===== src/chd_pkg.sv =====
// Package for the chunked transfer decoder: parse mode codes, end kind codes,
// the result record and byte classification helpers. No dependencies.
`default_nettype none

package chd_pkg;

    // Default width of the chunk size counter.
    localparam int unsigned SIZE_BITS_DEF = 32;

    // Parse mode codes.
    localparam logic [2:0] MODE_LEAD   = 3'd0;
    localparam logic [2:0] MODE_DIGITS = 3'd1;
    localparam logic [2:0] MODE_LINE   = 3'd2;
    localparam logic [2:0] MODE_DATA   = 3'd3;
    localparam logic [2:0] MODE_DONE   = 3'd4;

    // End kind codes.
    localparam logic [1:0] KIND_RUN      = 2'd0;
    localparam logic [1:0] KIND_FINAL    = 2'd1;
    localparam logic [1:0] KIND_NODIGITS = 2'd2;
    localparam logic [1:0] KIND_EARLY    = 2'd3;

    localparam logic [7:0] CHAR_LF = 8'h0A;

    // One result item.
    typedef struct packed {
        logic       data_valid;
        logic [7:0] out_byte;
        logic       finished;
        logic [1:0] end_kind;
        logic       size_overflow;
    } t_result;

    // Hex digit decode: bit 4 flags a valid digit, bits 3:0 hold its value.
    function automatic logic [4:0] hex_decode(input logic [7:0] c);
        logic [4:0] v;
        v = 5'd0;
        case (c) inside
            [8'h30:8'h39]: v = {1'b1, 4'(c - 8'h30)};
            [8'h61:8'h66]: v = {1'b1, 4'(c - 8'h57)};
            [8'h41:8'h46]: v = {1'b1, 4'(c - 8'h37)};
            default:       v = 5'd0;
        endcase
        return v;
    endfunction

    // Whitespace: TAB, LF, VT, FF, CR and space.
    function automatic logic is_space(input logic [7:0] c);
        logic s;
        s = 1'b0;
        case (c) inside
            [8'h09:8'h0D], 8'h20: s = 1'b1;
            default:              s = 1'b0;
        endcase
        return s;
    endfunction

endpackage

`default_nettype wire


===== src/chd_parse.sv =====
// Chunk parser: holds the parse state and forms one result per accepted byte.
// Depends on chd_pkg.
`default_nettype none

module chd_parse
    import chd_pkg::*;
#(
    parameter int unsigned SIZE_BITS = SIZE_BITS_DEF
) (
    input  wire logic       i_clk,
    input  wire logic       i_rst_n,
    input  wire logic       i_accept,
    input  wire logic [7:0] i_byte,
    input  wire logic       i_last,
    output t_result         o_result
);

    localparam logic [SIZE_BITS-1:0] CNT_ONE = SIZE_BITS'(1);

    logic [2:0]           r_mode, n_mode;
    logic [SIZE_BITS-1:0] r_count, n_count;
    logic                 r_ovf, n_ovf;

    logic [4:0]           hex;
    logic                 was_done;
    logic [1:0]           kind;
    logic [SIZE_BITS-1:0] shifted;
    logic                 sat;

    assign hex      = hex_decode(i_byte);
    assign was_done = (r_mode >= MODE_DONE);
    // A digit would overflow when any of the top four bits is already set.
    assign sat      = |r_count[SIZE_BITS-1 -: 4];
    assign shifted  = {r_count[SIZE_BITS-5:0], hex[3:0]};

    // Next state and result for one byte.
    always_comb begin
        n_mode  = r_mode;
        n_count = r_count;
        n_ovf   = r_ovf;
        kind    = KIND_RUN;
        o_result = '0;

        unique case (r_mode)
            MODE_LEAD: begin
                if (is_space(i_byte)) begin
                    n_mode = r_mode;
                end else if (hex[4]) begin
                    n_count = SIZE_BITS'(hex[3:0]);
                    n_mode  = MODE_DIGITS;
                end else begin
                    n_mode = MODE_DONE;
                    kind   = KIND_NODIGITS;
                end
            end
            MODE_DIGITS: begin
                if (hex[4]) begin
                    if (sat) begin
                        n_count = '1;
                        n_ovf   = 1'b1;
                    end else begin
                        n_count = shifted;
                    end
                end else if (i_byte == CHAR_LF) begin
                    if (r_count == '0) begin
                        n_mode = MODE_DONE;
                        kind   = KIND_FINAL;
                    end else begin
                        n_mode = MODE_DATA;
                    end
                end else begin
                    n_mode = MODE_LINE;
                end
            end
            MODE_LINE: begin
                if (i_byte == CHAR_LF) begin
                    if (r_count == '0) begin
                        n_mode = MODE_DONE;
                        kind   = KIND_FINAL;
                    end else begin
                        n_mode = MODE_DATA;
                    end
                end
            end
            MODE_DATA: begin
                o_result.data_valid = 1'b1;
                o_result.out_byte   = i_byte;
                n_count             = r_count - CNT_ONE;
                if (r_count == CNT_ONE) begin
                    n_mode = MODE_LEAD;
                end
            end
            default: begin
                n_mode = r_mode;
            end
        endcase

        // A marked last byte that did not end the body itself ends it early.
        if (kind != KIND_RUN) begin
            o_result.finished = 1'b1;
            o_result.end_kind = kind;
        end else if (i_last && !was_done) begin
            o_result.finished = 1'b1;
            o_result.end_kind = KIND_EARLY;
        end
        o_result.size_overflow = n_ovf;
    end

    // State update; a last-marked byte rearms the parser.
    always_ff @(posedge i_clk) begin
        if (!i_rst_n) begin
            r_mode  <= MODE_LEAD;
            r_count <= '0;
            r_ovf   <= 1'b0;
        end else if (i_accept) begin
            if (i_last) begin
                r_mode  <= MODE_LEAD;
                r_count <= '0;
                r_ovf   <= 1'b0;
            end else begin
                r_mode  <= n_mode;
                r_count <= n_count;
                r_ovf   <= n_ovf;
            end
        end
    end

endmodule

`default_nettype wire


===== src/http_chunked_decoder_top.sv =====
// Top level of the chunked transfer decoder: stream ports and result register.
// Depends on chd_pkg and chd_parse.
//
//  channel   direction  tdata         tuser                                 tlast
//  s_axis    in         in_byte       -                                     end_of_input
//  m_axis    out        out_byte      data_valid, end_kind, size_overflow   finished
//
// One byte is taken per clock while the result register is free or draining;
// each byte yields one result in the cycle after. The parse state and the result
// register are the only storage, so the rate is set by combinational next-state logic.
// Reset is synchronous and active low; it returns the parser to the start of
// a size line and empties the result register.
// A held result stalls input only while the downstream side is not ready.
`default_nettype none

module http_chunked_decoder_top
    import chd_pkg::*;
#(
    parameter int unsigned SIZE_BITS = SIZE_BITS_DEF
) (
    input  wire logic       i_clk,
    input  wire logic       i_rst_n,
    input  wire logic       s_axis_tvalid,
    output logic            s_axis_tready,
    input  wire logic [7:0] s_axis_tdata,   // [7:0] in_byte
    input  wire logic       s_axis_tlast,   // end_of_input
    output logic            m_axis_tvalid,
    input  wire logic       m_axis_tready,
    output logic [7:0]      m_axis_tdata,   // [7:0] out_byte
    output logic [3:0]      m_axis_tuser,   // [0] data_valid, [2:1] end_kind, [3] size_overflow
    output logic            m_axis_tlast    // finished
);

    logic    accept;
    t_result result;
    t_result r_out;
    logic    r_out_valid;

    // A new request enters whenever the result register is free or draining.
    assign s_axis_tready = !r_out_valid || m_axis_tready;
    assign accept        = s_axis_tvalid && s_axis_tready;

    chd_parse #(
        .SIZE_BITS (SIZE_BITS)
    ) u_parse (
        .i_clk    (i_clk),
        .i_rst_n  (i_rst_n),
        .i_accept (accept),
        .i_byte   (s_axis_tdata),
        .i_last   (s_axis_tlast),
        .o_result (result)
    );

    // Result register valid flag.
    always_ff @(posedge i_clk) begin
        if (!i_rst_n) begin
            r_out_valid <= 1'b0;
        end else if (s_axis_tready) begin
            r_out_valid <= s_axis_tvalid;
        end
    end

    // Result register payload.
    always_ff @(posedge i_clk) begin
        if (accept) begin
            r_out <= result;
        end
    end

    assign m_axis_tvalid = r_out_valid;
    assign m_axis_tdata  = r_out.out_byte;
    assign m_axis_tuser  = {r_out.size_overflow, r_out.end_kind, r_out.data_valid};
    assign m_axis_tlast  = r_out.finished;

endmodule

`default_nettype wire

===== config.mk =====
export PLATFORM = sky130hd
export DESIGN_NAME = http_chunked_decoder_top
export DESIGN_NICKNAME = d
export VERILOG_FILES = /design/src/chd_pkg.sv /design/src/chd_parse.sv /design/src/http_chunked_decoder_top.sv
export SDC_FILE = /design/constraint.sdc
export NUM_CORES = 1
export LEC_CHECK = 0
export BUFFER_PORTS_ARGS = -buffer_cell sky130_fd_sc_hd__buf_2
export CORE_AREA = 2 2 102 104
export CTS_BUF_LIST = sky130_fd_sc_hd__clkbuf_8
export DETAILED_ROUTE_END_ITERATION = 6
export DIE_AREA = 0 0 104 106
export GPL_TIMING_DRIVEN = 0
export PLACE_DENSITY = 0.5
export SYNTH_ARGS = -nofsm -noshare
export SYNTH_HDL_FRONTEND = slang
export SYNTH_SLANG_ARGS = --single-unit

===== constraint.sdc =====
create_clock -name i_clk -period 2.6 [get_ports i_clk]
set_clock_uncertainty 0.1 [all_clocks]
set_input_delay 0.52 -clock i_clk [delete_from_list [all_inputs] [get_ports i_clk]]
set_output_delay 0.52 -clock i_clk [all_outputs]
set_load 0.01 [all_outputs]

# Yosys cells after proc, flatten, opt, wreduce, memory -nomap -nowiden
# Index checks and enable logic that the tools add are counted.
# Widths: inputs -> output; s select.
[totals] register_bits=50 input_bits=13 elab_cells=85
[classes] n_addsub=4 magnitude_cmp=9 n_eq_ne=12 muxes=33 n_reduce_logical=18
[op_table] operator="$mux 32" count=5
[op_table] operator="$pmux 32 s3" count=1
[op_table] operator="$eq 32x1->1 const B" count=1
[op_table] operator="$logic_not 32->1" count=1
[op_table] operator="$sub 32x1->32 const B" count=1
[op_table] operator="$mux 3" count=9
[op_table] operator="$ge 8x7->1 const B" count=2
[op_table] operator="$le 8x7->1 const B" count=2
[op_table] operator="$mux 5" count=3
[op_table] operator="$ne 3x2->1 const B" count=4
[op_table] operator="$pmux 3 s4" count=1
[op_table] operator="$mux 2" count=5
[op_table] operator="$mux 9" count=1
[op_table] operator="$eq 8x4->1 const B" count=1
[op_table] operator="$eq 8x6->1 const B" count=1
[op_table] operator="$ge 8x4->1 const B" count=1
[op_table] operator="$ge 8x6->1 const B" count=1
[op_table] operator="$le 8x4->1 const B" count=1
[op_table] operator="$le 8x6->1 const B" count=1
[op_table] operator="$sub 4x3->4 const B" count=2
[op_table] operator="$mux 1" count=7
[op_table] operator="$eq 3x2->1 const B" count=2
[op_table] operator="$logic_and 1x1->1" count=6
[op_table] operator="$ne 3x3->1 const B" count=2
[op_table] operator="other kinds (14)" count=15

# Depth between registers and ports, before layout
# Gate-level depths: netlist (run 1).
[logic_depth] ltp_word=10 depth_mapped=11

# By module
# Synthesis (run 1) repeated with hierarchy kept, for this count alone.
[unflattened] hier_cells=401 hier_area_um2=3225.6
[by_module_without_submodules] mod="chd_parse" instances=1 cells_each=383 area_per_inst_um2=2777.7 seq_area_each_um2=720.7
[by_module_without_submodules] mod="http_chunked_decoder_top" instances=1 cells_each=18 area_per_inst_um2=447.9 seq_area_each_um2=410.4

# Worst setup path after synthesis (run 1)
# OpenSTA, ideal clock, no wires.
[synth_timing] kind="input port to flip-flop" start="input port m_axis_tready" end="register u_parse.r_count[5]" setup_time_ns=0.122 t_arrival_ns=2.647 path_slack_ns=-0.269 stages=10 path_buffers=4 path_cell_list="nand2b_1 and2_1 buf_1 o21ai_1 a21o_1 buf_2 and2_1 buf_2 buf_6 a221o_1"
[synth_between] elab_chain_len=3
[synth_lines] item="start, declared" line="http_chunked_decoder_top.sv:28" rtl="input wire logic m_axis_tready,"
[synth_lines] item="$logic_or 1x1->1" line="http_chunked_decoder_top.sv:40" rtl="assign s_axis_tready = !r_out_valid || m_axis_tready;"
[synth_lines] item="$logic_and 1x1->1" line="http_chunked_decoder_top.sv:41" rtl="assign accept = s_axis_tvalid && s_axis_tready;"
[synth_lines] item="named net accept" line="http_chunked_decoder_top.sv:34" rtl="logic accept;"
[synth_lines] item="$reduce_and 5->1 (no source line)"
[synth_lines] item="end signal, assigned" line="chd_parse.sv:122" rtl="r_count <= n_count;"
[synth_lines] item="end, declared" line="chd_parse.sv:21" rtl="logic [SIZE_BITS-1:0] r_count, n_count;"
# The timed path passes the listed nets, and every way through them passes these cells.
# A chain may end at the register's enable or synchronous reset.

# Worst setup path after layout (run 1)
[layout_timing] start="input port s_axis_tdata[1]" end="register u_parse.r_count[5]"
[layout_between] elab_chain_len=7
[layout_lines] item="start, declared" line="http_chunked_decoder_top.sv:25" rtl="input wire logic [7:0] s_axis_tdata,"
[layout_lines] item="$ge 8x7->1 (implied by the code), or another cell as far along" line="chd_parse.sv:30" rtl="assign hex = hex_decode(i_byte);"
[layout_lines] item="$logic_and 1x1->1, on equally long branches" line="chd_parse.sv:30, chd_parse.sv:46"
[layout_lines] item="$mux 5 / $reduce_or 2->1 (equally long branches)" line="chd_pkg.sv:38, chd_pkg.sv:51"
[layout_lines] item="$mux 5 / $mux 1 (equally long branches)" line="chd_pkg.sv:38, chd_pkg.sv:51"
[layout_lines] item="$mux 5 / $mux 1 (equally long branches)" line="chd_pkg.sv:38, chd_parse.sv:44"
[layout_lines] item="$ne 3x2->1 (no source line) / $ne 3x3->1 (equally long branches)"
[layout_lines] item="$reduce_and 5->1 (no source line) *"
# Every way passes the cells marked *; elsewhere a longest branch is shown, timed or not. The select of a mux whose other input is x is not followed.

==> impl_metrics.ini, run 1 <==
[outcome]
status = finished, final reports clean

[cts]
tritoncts = built
clk_path_buf_depth = 2
ctsHoldBuffers = 0
cts_made_buffers = 5
htree_levels = 2
clk_latency_ns = 0.31
clk_pin_slew_ns = 0.10
cts_root_buf = clkbuf_8
cts_num_sinks = 50

[yosys]
ys_seq_area_share_pct = 33.5
ys_types = 67
yosys_register_bits = 50
async_reset_ff_share_pct = 0
syn_inst = 391
syn-mean-instance-area_um2 = 8.63
synth_fp_nets = 412
syn-cell-area_mm2 = 0.00338
synth_edf_count = 13
synth_warnings = 0
synth_flop_cell = dfxtp_1

[sta]
fmax_mhz = 396
final-max-slew-violation-count = 0
relSlewSlack_pct = 58.5
setup_violations = 0
hold_viol_final = 0
rsz0062_at_grt = yes
tightest_slew_ns = 0.623
layout_min_cycle_time_ns = 2.53
post-route-period-util_pct = 97.2

[floorplan]
die_w_um = 104
io_pins = 28
start_util_pct = 33.8
rows = 37
placeableCoreArea_mm2 = 0.0100
die_h_um = 106
dieArea_mm2 = 0.0110

[cells_and_area]
layout.cells.non_filler = 571
final_nets = 455
fillers = 1072
final_common_cell = dfxtp_1
final_area_mm2 = 0.00397
drive_above_1_share_pct = 22.3
synthToLayoutAreaGrowth_pct = 17.5
layout_common_cells = 36 x dfxtp_1, 34 x buf_2, 31 x nor2_1, 27 x o21ai_0, 22 x nand2_1
antennaDiodeCount = 0

[drt]
ant_nets = 0
drt_first_pass_iters = 6
vias = 3394
routed_wl_um = 10900
wire_per_inst_um = 19.0
remaining_drc_errors = 0
routed_via_density = 5.94
drt_iter0_markers = 293

[worst_setup_path]
worstPathArrival_ns = 2.62
start_kind = primary input
crit_type = in2reg
cp.required_ns = 2.69
cp-end-kind = flip-flop
crit_fanout = 10

[place]
globalplace.congestion = 0.885
placed_cell_area_mm2 = 0.00370
dp_cells = 552
dp_hpwl_um = 7620
portBuffers = 25

[global_routing]
grt_pass1_vias = 3126
antenna_found_initial = 0
grt_pass1_wl_um = 17100
grt_usage_pct = 19.3
grt.overflow.total = 0
grt_max_degree = 20

[hold_path]
hold_path_class = in2reg

[power]
power_leakage_nw = 1.66
powerDensity_mw_per_mm2 = 373
ir_drop_uv = 181

[flow_run]
drv_cap = 0
cell type report:
cell class	instances	area, um2	area share, %
plain buffers	30	150	3.79
repair buffers	38	225	5.68
flip-flops and latches	50	1130	28.5
multi-input cells	297	2140	54.1
well taps	136	170	4.29
clock inverters	2	8.76	0.221
inverters	12	52.6	1.32
clock buffers	6	82.6	2.08
where the power goes:
group          switching (mW)  total [mW]  internal, mW
sequential            0.00338       0.813         0.809
clock                   0.274       0.485         0.212
combinational           0.112       0.182        0.0698
total                   0.389        1.48          1.09
Yosys cell counts (9+ instances only):
master,instances,area share [%]
inv_1,12,1.3
dfxtp_1,37,22
o31ai_1,9,2.0
and2_1,9,1.7
buf_2,10,1.5
a21oi_1,11,1.6
nor2_1,33,3.7
or4_1,9,2.0
edfxtp_1,13,12
a221o_1,10,3.0
a22o_1,9,2.3
o21ai_0,27,4.0
clkbuf_1,18,2.0
nand2_1,24,2.7
nand3_1,18,2.7
routing by layer:
layer	wire length (um)	global-route usage, %	share of wire (%)
met5	0	0	0
met4	195	4.83	1.8
met3	616	2.33	5.7
met2	4810	30.8	44
met1	5240	27.6	48
per-stage QoR:
step / utilization, % / power [mW] / setup TNS [ns] / setup WS [ns] / hold slack (ns)
3_3_place_gp: 37.0 / 0.983 / -16.08 / -0.844 / 0.401
5_1_grt: 39.7 / 1.53 / -0.00129 / -0.00129 / 0.353
6_report: 39.7 / 1.48 / 0 / 0.0719 / 0.349
2_1_floorplan: - / 0.928 / 0 / 0.00597 / 0.372
3_5_place_dp: 37.0 / 0.985 / -14.96 / -0.786 / 0.414
4_1_cts: 38.8 / 1.48 / 0 / 0.00785 / 0.350
cell families (layout without fill, tap and decap cells):
logic type | Yosys count | in the layout | share of synthesized area, %
muxes | 1 | 1 | 0.297
and+or+nand+nor | 149 | 149 | 26.4
DFF | 50 | 50 | 33.5
buffers and inverters | 44 | 88 | 5.71
AOI/OAI and AO/OA | 130 | 130 | 28.8
adders and majority gates | 8 | 8 | 2.97
xor gates and xnor gates | 9 | 9 | 2.34
registers in the layout, indices dropped and copies added (netlist names):
register	count
u_parse.r_count	32
m_axis_tdata	8
m_axis_tuser	4
u_parse.r_mode	3
m_axis_tlast	1
m_axis_tvalid	1
u_parse.r_ovf	1
worst paths after layout:
| check | cells past startpoint | end | slack (ns) | from |
|---|---|---|---|---|
| worst max-delay path | 11 | u_parse.r_count[5] | 0.07 | s_axis_tdata[1] |
| worst min-delay path | 3 | m_axis_tvalid | 0.35 | s_axis_tvalid |
| worst max register to register | 6 | u_parse.r_count[30] | 0.11 | u_parse.r_count[16] |
| worst min register to register | 2 | m_axis_tvalid | 0.42 | m_axis_tvalid |
worst max-delay path: stages:
cell and delay, ns:
buf_4 0.12, clkinvlp_4 0.14, ha_2 0.22, a21o_1 0.18
a211oi_4 0.31, o21ai_4 0.12, a21o_4 0.23, and2_4 0.17
buf_6 0.13, buf_6 0.14, a221o_1 0.34
timing repair:
item                       in CTS  in global routing
hold endpoints to repair        0                  0
cloned                          0                  1
pin swaps                       3                  8
setup buffers                   6                  6
setup endpoints to repair      26                 33
gates resized for setup        11                 14
Power figures use the tool's default switching activity.
==> run 2, diff against run 1 <==
--- a/config.mk
+++ b/config.mk
@@ -6,10 +6,10 @@
 export NUM_CORES = 1
 export LEC_CHECK = 0
 export BUFFER_PORTS_ARGS = -buffer_cell sky130_fd_sc_hd__buf_2
-export CORE_AREA = 2 2 102 104
+export CORE_AREA = 2 2 117 91
 export CTS_BUF_LIST = sky130_fd_sc_hd__clkbuf_8
 export DETAILED_ROUTE_END_ITERATION = 6
-export DIE_AREA = 0 0 104 106
+export DIE_AREA = 0 0 119 93
 export GPL_TIMING_DRIVEN = 0
 export PLACE_DENSITY = 0.5
 export SYNTH_ARGS = -nofsm -noshare
==> impl_metrics.ini, run 2 (same netlist as run 1, synthesis figures left out) <==
[worst_setup_path]
r2r_end = u_parse.r_count[10]
worstPathArrival_ns = 2.67
ff2ff_setup_slack_ns = 0.06
start_kind = flip-flop
cp-end-kind = flip-flop
cp.required_ns = 2.73
crit_fanout = 8
crit_slowest_cell = nor4_1
crit_chain = buf_6 > nor4_1 > and2_1 > buf_2 > nand2_1 > or3_1 > a32o_1 > a22o_1
max_stage_delay_ns = 0.53
crit_type = reg2reg
timing.rr.start = u_parse.r_count[2]
reg2reg_depth = 8

[sta]
layout_min_cycle_time_ns = 2.54
relSlewSlack_pct = 55.6
rsz0062_at_grt = yes
final-max-slew-violation-count = 0
layout_setup_ws_ns = 0.0577
fmax_mhz = 393
tightest_slew_ns = 0.666
setup_violations = 0
post-route-period-util_pct = 97.8
hold_viol_final = 0

[cells_and_area]
final_area_mm2 = 0.00397
antennaDiodeCount = 0
synthToLayoutAreaGrowth_pct = 17.6
layout_common_cells = 36 x dfxtp_1, 33 x buf_2, 33 x nor2_1, 27 x o21ai_0, 23 x nand2_1
largest-register = u_parse.r_count
largest_register_ffs = 32
final_common_cell = dfxtp_1
fillers = 1011
final_nets = 455
drive_above_1_share_pct = 22.1

[place]
dp_hpwl_um = 7670
globalplace.congestion = 0.878
pre_cts_slack_ns = -0.770
placed_cell_area_mm2 = 0.00370
portBuffers = 25

[power]
p_sw_share_pct = 28.8
seqPwrFrac_pct = 54.2
combPwrFrac_pct = 11.6
powerDensity_mw_per_mm2 = 378
ir_drop_uv = 187
p_switching_mw = 0.432
intPower_mw = 1.07
power_mw = 1.50
pwr-share-clk_pct = 34.2
power_leakage_nw = 1.66

[floorplan]
placeableCoreArea_mm2 = 0.00997
dieArea_mm2 = 0.0111
rows = 32
io_pins = 28
die_h_um = 93
die_w_um = 119
start_util_pct = 33.9

[drt]
vias = 3437
drt_iter0_markers = 449
remaining_drc_errors = 0
routed_via_density = 6.02
drt_first_pass_iters = 6
routed_wl_um = 11200
wire_per_inst_um = 19.6
ant_nets = 0

[global_routing]
grt_pass1_wl_um = 17300
grt_usage_pct = 20.0
grt.overflow.total = 0
grt_max_degree = 20
grt_pass1_vias = 3120
antenna_found_initial = 0

[cts]
cts_root_buf = clkbuf_8
clk_path_buf_depth = 2
clk_pin_slew_ns = 0.10
cts_num_sinks = 50
clk_latency_ns = 0.33
htree_levels = 2
tritoncts = built
cts_made_buffers = 5

[hold_path]
hold_start = s_axis_tvalid
hold_path_class = in2reg
hold_end = m_axis_tvalid
timing.hold.worst_path_depth = 3

[flow_run]
drv_cap = 0

[outcome]
status = finished, final reports clean
[run 2: cell types whose count changed in the layout (fill, tap and decap cells not counted), moves of 2 or more]
cell	delta
nor2_2	-2
clkbuf_2	+2
clkbuf_1	-3
nor2_1	+2
[run 2: layout make-up]
class                   instances  area, um2  area share, %
clock buffers                   5       68.8           1.73
plain buffers                  30        153           3.85
repair buffers                 38        240           6.05
multi-input cells             297       2130           53.6
well taps                     136        170           4.29
flip-flops and latches         50       1130           28.5
clock inverters                 3       25.0          0.631
inverters                      12       52.6           1.32
[run 2: per-stage QoR]
step | util (%) | setup TNS, ns | hold slack, ns | cells
floorplan | - | 0 | 0.372 | 391
global placement | 37.1 | -15.39 | 0.404 | 552
detailed placement | 37.1 | -14.33 | 0.398 | 552
CTS | 38.5 | -0.0245 | 0.320 | 561
global route | 39.8 | -0.156 | 0.353 | 571
finish | 39.8 | 0 | 0.330 | 571
[run 2: critical path: cells and delay by family, from the launching register on]
family          cells  cell delay, ns
compound gates      2            0.50
buf+inv             2            0.33
flops               1            0.32
simple gates        4            1.19
[run 2: worst max path at each step]
stage                       start                   to  slack [ns]
6_report       u_parse.r_count[2]  u_parse.r_count[10]        0.06
4_1_cts           s_axis_tdata[1]   u_parse.r_count[5]       -0.01
3_5_place_dp      s_axis_tdata[1]  u_parse.r_count[28]       -0.77
5_1_grt        u_parse.r_count[9]  u_parse.r_count[18]       -0.07
3_3_place_gp      s_axis_tdata[1]  u_parse.r_count[28]       -0.85
2_1_floorplan     s_axis_tdata[0]   u_parse.r_count[5]       0.006
[run 2: power by group through the flow]
stage / sequential, mW / combinational (mW) / clock, mW
floorplan: 0.837 / 0.0907 / 0
global placement: 0.831 / 0.156 / 0
detailed placement: 0.831 / 0.155 / 0
CTS: 0.814 / 0.163 / 0.527
global route: 0.815 / 0.188 / 0.552
finish: 0.813 / 0.175 / 0.514
[run 2: what timing repair did]
action                     in CTS  in global routing
resized for setup               8                 17
pin swaps                       2                  7
hold buffers                    0                  0
setup buffers                   3                 10
setup endpoints to repair      27                 26
[run 2: routing by layer]
layer / share of wire [%] / routed length [um] / up-vias / GRT usage, %
li1: - / - / 1603 / -
met5: 0 / 0 / - / 0
met4: 2.3 / 262 / 0 / 8.04
met1: 50 / 5590 / 1628 / 30.7
met3: 8.0 / 892 / 25 / 3.66
met2: 40 / 4440 / 181 / 27.1
